<file path="src/hdl/acc_pkg.sv">
// Shared types and constants of the alignment consistency checker.
// Used by the checker, the compare unit and the stream interfaces; depends on nothing.
`timescale 1ns / 1ps

package acc_pkg;

  // Field widths and the default sentence length.
  localparam int unsigned POS_W         = 8;
  localparam int unsigned MODE_W        = 2;
  localparam int unsigned VERD_W        = 2;
  localparam int unsigned AccMaxWords   = 256;

  typedef logic [POS_W-1:0] pos_t;

  // Item commands.
  typedef enum logic [MODE_W-1:0] {
    MODE_CLEAR = 2'd0,
    MODE_LINK  = 2'd1,
    MODE_QUERY = 2'd2
  } mode_e;

  // Result codes.
  typedef enum logic [VERD_W-1:0] {
    VERD_ACK  = 2'd0,
    VERD_OK   = 2'd1,
    VERD_BAD  = 2'd2,
    VERD_EXCL = 2'd3
  } verdict_e;

  // Sequencer states.
  typedef enum logic [2:0] {
    ST_IDLE,
    ST_LINK_RD,
    ST_LINK_SRC,
    ST_LINK_TGT,
    ST_SRC_WALK,
    ST_TGT_WALK,
    ST_DONE,
    ST_WIPE
  } state_e;

  // Request to the shared min/max compare unit.
  typedef struct packed {
    logic init;
    pos_t acc_lo;
    pos_t acc_hi;
    pos_t cand_lo;
    pos_t cand_hi;
  } mm_req_t;

  // Answer of the shared min/max compare unit.
  typedef struct packed {
    pos_t lo;
    pos_t hi;
    logic outside;
  } mm_rsp_t;

endpackage

</file>
<file path="src/hdl/acc_minmax_unit.sv">
// Shared compare unit: widens a min/max pair or checks a pair against bounds.
// Depends on acc_pkg for the request and answer structs.
`timescale 1ns / 1ps

module acc_minmax_unit (
  input  acc_pkg::mm_req_t req_i,
  output acc_pkg::mm_rsp_t rsp_o
);

  logic below_lo;
  logic above_hi;

  // Compare candidate against the accumulated bounds
  assign below_lo = req_i.cand_lo < req_i.acc_lo;
  assign above_hi = req_i.cand_hi > req_i.acc_hi;

  // Take the candidate on init, otherwise widen
  assign rsp_o.lo      = (req_i.init || below_lo) ? req_i.cand_lo : req_i.acc_lo;
  assign rsp_o.hi      = (req_i.init || above_hi) ? req_i.cand_hi : req_i.acc_hi;
  assign rsp_o.outside = below_lo || above_hi;

endmodule

</file>
<file path="config.mk">
export PLATFORM = sky130hd
export DESIGN_NAME = acc_minmax_unit
export DESIGN_NICKNAME = d
export VERILOG_FILES = /design/src/hdl/acc_pkg.sv /design/src/hdl/acc_minmax_unit.sv
export SDC_FILE = /design/constraint.sdc
export NUM_CORES = 1
export LEC_CHECK = 0
export BUFFER_PORTS_ARGS = -buffer_cell sky130_fd_sc_hd__buf_4
export CELL_PAD_IN_SITES_DETAIL_PLACEMENT = 1
export CELL_PAD_IN_SITES_GLOBAL_PLACEMENT = 2
export CORE_MARGIN = 2
export CORE_UTILIZATION = 18
export DETAILED_ROUTE_END_ITERATION = 8
export GPL_TIMING_DRIVEN = 1
export PLACE_DENSITY = 0.91
export SKIP_LAST_GASP = 1
export SLEW_MARGIN = 20
export SYNTH_ARGS = -nofsm -noshare
export SYNTH_HDL_FRONTEND = slang
export SYNTH_SLANG_ARGS = --single-unit
export TNS_END_PERCENT = 20
</file>
<file path="constraint.sdc">
create_clock -name vclk -period 1.6
set_clock_uncertainty 0.15 [all_clocks]
set_input_delay 0 -clock vclk [all_inputs]
set_output_delay 0 -clock vclk [all_outputs]
set_load 0.03 [all_outputs]
</file>
==> results_dict.tcl <==
set metrics [dict create \
    hold_viol 0 \
    netlist_area_sq_um 599 \
    initial_utilization_pct 19.3 \
    worst-endpoint-arrival_ns 1.70 \
    areaGrowthSynthToFinish_pct 156 \
    cp_top_family "compound AO/OA/AOI/OAI gates" \
    num_rows 20 \
    timing.hold.worst.class "in2out" \
    grt_setup_unrepaired "yes" \
    cp_slowest_cell "o31a_1" \
    fp.dieH_um 61.7 \
    grt_start_max_net_pins 7 \
    worst_slack_ns -0.254 \
    clock.fmax_mhz 539 \
    detail_route.wl_per_cell_um 13.8 \
    setup_crit_end_kind "output port" \
    drt.antenna.violating_nets 0 \
    most_common_cell_on_crit_path "buf_4" \
    drt_wl_total_um 2490 \
    placement.setup.worst_slack_ns -0.388 \
    detail_route.iter0.violations 0 \
    grt.total_usage_pct 14.1 \
    critical-path-max-stage-delay_ns 0.33 \
    synth_warnings 0 \
    routabilityCongestion 0.619 \
    slew-limit-headroom_pct 78.7 \
    ys_seq_area_share_pct 0 \
    criticalPathCategory "in2out" \
    first_global_vias 925 \
    timing.final.max_slew_violations 0 \
    outcome "complete, but fails checks" \
    power_density_of_the_placed_cells_nw_per_um2 402 \
    crit_path_cell_trace "buf_4, ha_4, nand2_4, o31a_1, a311oi_4, buf_4, mux2_4, buf_6" \
    critPathLaunch "req_i[7]" \
    die_area_sq_um 3810 \
    worstPathMaxFanout 3 \
    grt_pass1_wl_um 4070 \
    hold_buffers 0 \
    io_pins 50 \
    final_layout_size_suffix_gt1_share_pct 80.9 \
    synth_top_area_share_pct 31.3 \
    final.fill_count 362 \
    worstSetupPathDepth 8 \
    io_buffers 50 \
    cp_data_required_time_ns 1.45 \
    num_vias 786 \
    final_nets 186 \
    floorplan.core_area_sq_um 3100 \
    postSynthCellCount 72 \
    worstSetupEndpoint "rsp_o[6]" \
    clock_buffer_count 0 \
    dieWidth_um 61.7 \
    timing.final.setup_violations 17 \
    crit_buf_inv 3 \
    final_min_period_over_clock_period_pct 116 \
    post-route-drc-count 0 \
    maxCapViolations 0 \
    n_sequential_cell 0 \
    dr_pass1_iterations 1 \
    total_inserted_antenna_cells 0 \
    worst_hold_margin_ns 0.174 \
    synth_largest_area_cell "ha_1" \
    vias_per_cell 4.37 \
    startpoint_type "input port" \
    power.static_leakage_nw 0.749 \
    dpl.hpwl_um 1950 \
    synthTopCellsByCount "inv_1 (16), mux2_2 (16), ha_1 (15)" \
    worst_ir_drop_vdd_mv 0.174 \
    grt.overflow.total 0 \
    postSynthAreaPerCell_sq_um 8.32 \
    synth_cell_types 19 \
    violations "setup timing" \
    timing_worst_slew_pin_value_ns 0.317 \
    finalCriticalPeriod_ns 1.85 \
    initial_antenna_violation_count 0 \
    ff_latch_area_sq_um 0 \
    post_synth_main_area_contributors "ha_1 (31%), mux2_2 (30%), inv_1 (10%)" \
    syn_nets 120 \
]
## report_power, final
part           switching, mW  internal (mW)
Clock                      0              0
Combinational          0.271          0.345
Sequential                 0              0
## worst min-delay path by stage
stage / start / to / slack (ns) / cells past startpoint
global route: req_i[29] / rsp_o[14] / 0.18 / 3
detailed placement: req_i[8] / rsp_o[9] / 0.20 / 3
CTS: req_i[29] / rsp_o[14] / 0.17 / 3
finish: req_i[29] / rsp_o[14] / 0.17 / 3
floorplan: req_i[16] / rsp_o[1] / 0.03 / 1
global placement: req_i[23] / rsp_o[8] / 0.20 / 3
## per-layer routing
| layer | vias up | GRT usage [%] | part of all wire, % |
|---|---|---|---|
| met4 | 0 | 0 | 0 |
| met2 | 31 | 32.6 | 60 |
| met3 | 0 | 0.828 | 6.3 |
| met5 | - | 0 | 0 |
| met1 | 368 | 13.8 | 33 |
| li1 | 387 | - | - |
## cell families (layout without fill, tap and decap cells)
kind of cell | Yosys count | in the layout | share of synthesized area [%]
AO/OA/AOI/OAI | 15 | 15 | 19.4
buffers and inverters | 17 | 81 | 10.9
adder cells (fa/ha/maj) | 15 | 15 | 31.3
multiplexers | 16 | 16 | 30.1
AND/OR/NAND/NOR | 9 | 9 | 8.35
## repair_timing
item	CTS	global route
pin swaps	15	3
gates resized for setup	53	15
hold endpoints to repair	0	0
setup endpoints to repair	16	17
buffers inserted	7	0
## cell usage in the layout, fill, tap and decap left out, types with 2 or more instances in the layout
master,instances
buf_4,33
buf_6,28
mux2_4,16
ha_4,10
inv_1,7
ha_1,5
inv_2,4
inv_4,3
buf_8,3
inv_8,2
nand2_1,2
a21oi_1,2
o21ai_1,2
a21oi_2,2
nand2b_1,2
## metrics by stage
stage                     utilization [%]  instances  TNS (ns)  instance area (sq um)  power [mW]
after floorplan                         -         72     -1.94                    706       0.269
after global placement               39.0        174     -5.29                   1210       0.460
after detailed placement             39.0        174     -5.66                   1210       0.475
after CTS                            48.1        181     -3.73                   1490       0.591
after global routing                 49.4        180     -5.02                   1530       0.667
final                                49.4        180     -3.37                   1530       0.617
## final cells by class
type	instances	area [sq um]	share of cell area [%]
Inverter	16	82.6	5.39
Tap cell	44	55.1	3.59
Multi-Input combinational cell	55	767	50.0
Timing Repair Buffer	65	628	41.0
Note: power is estimated with default switching activity, not from simulation.
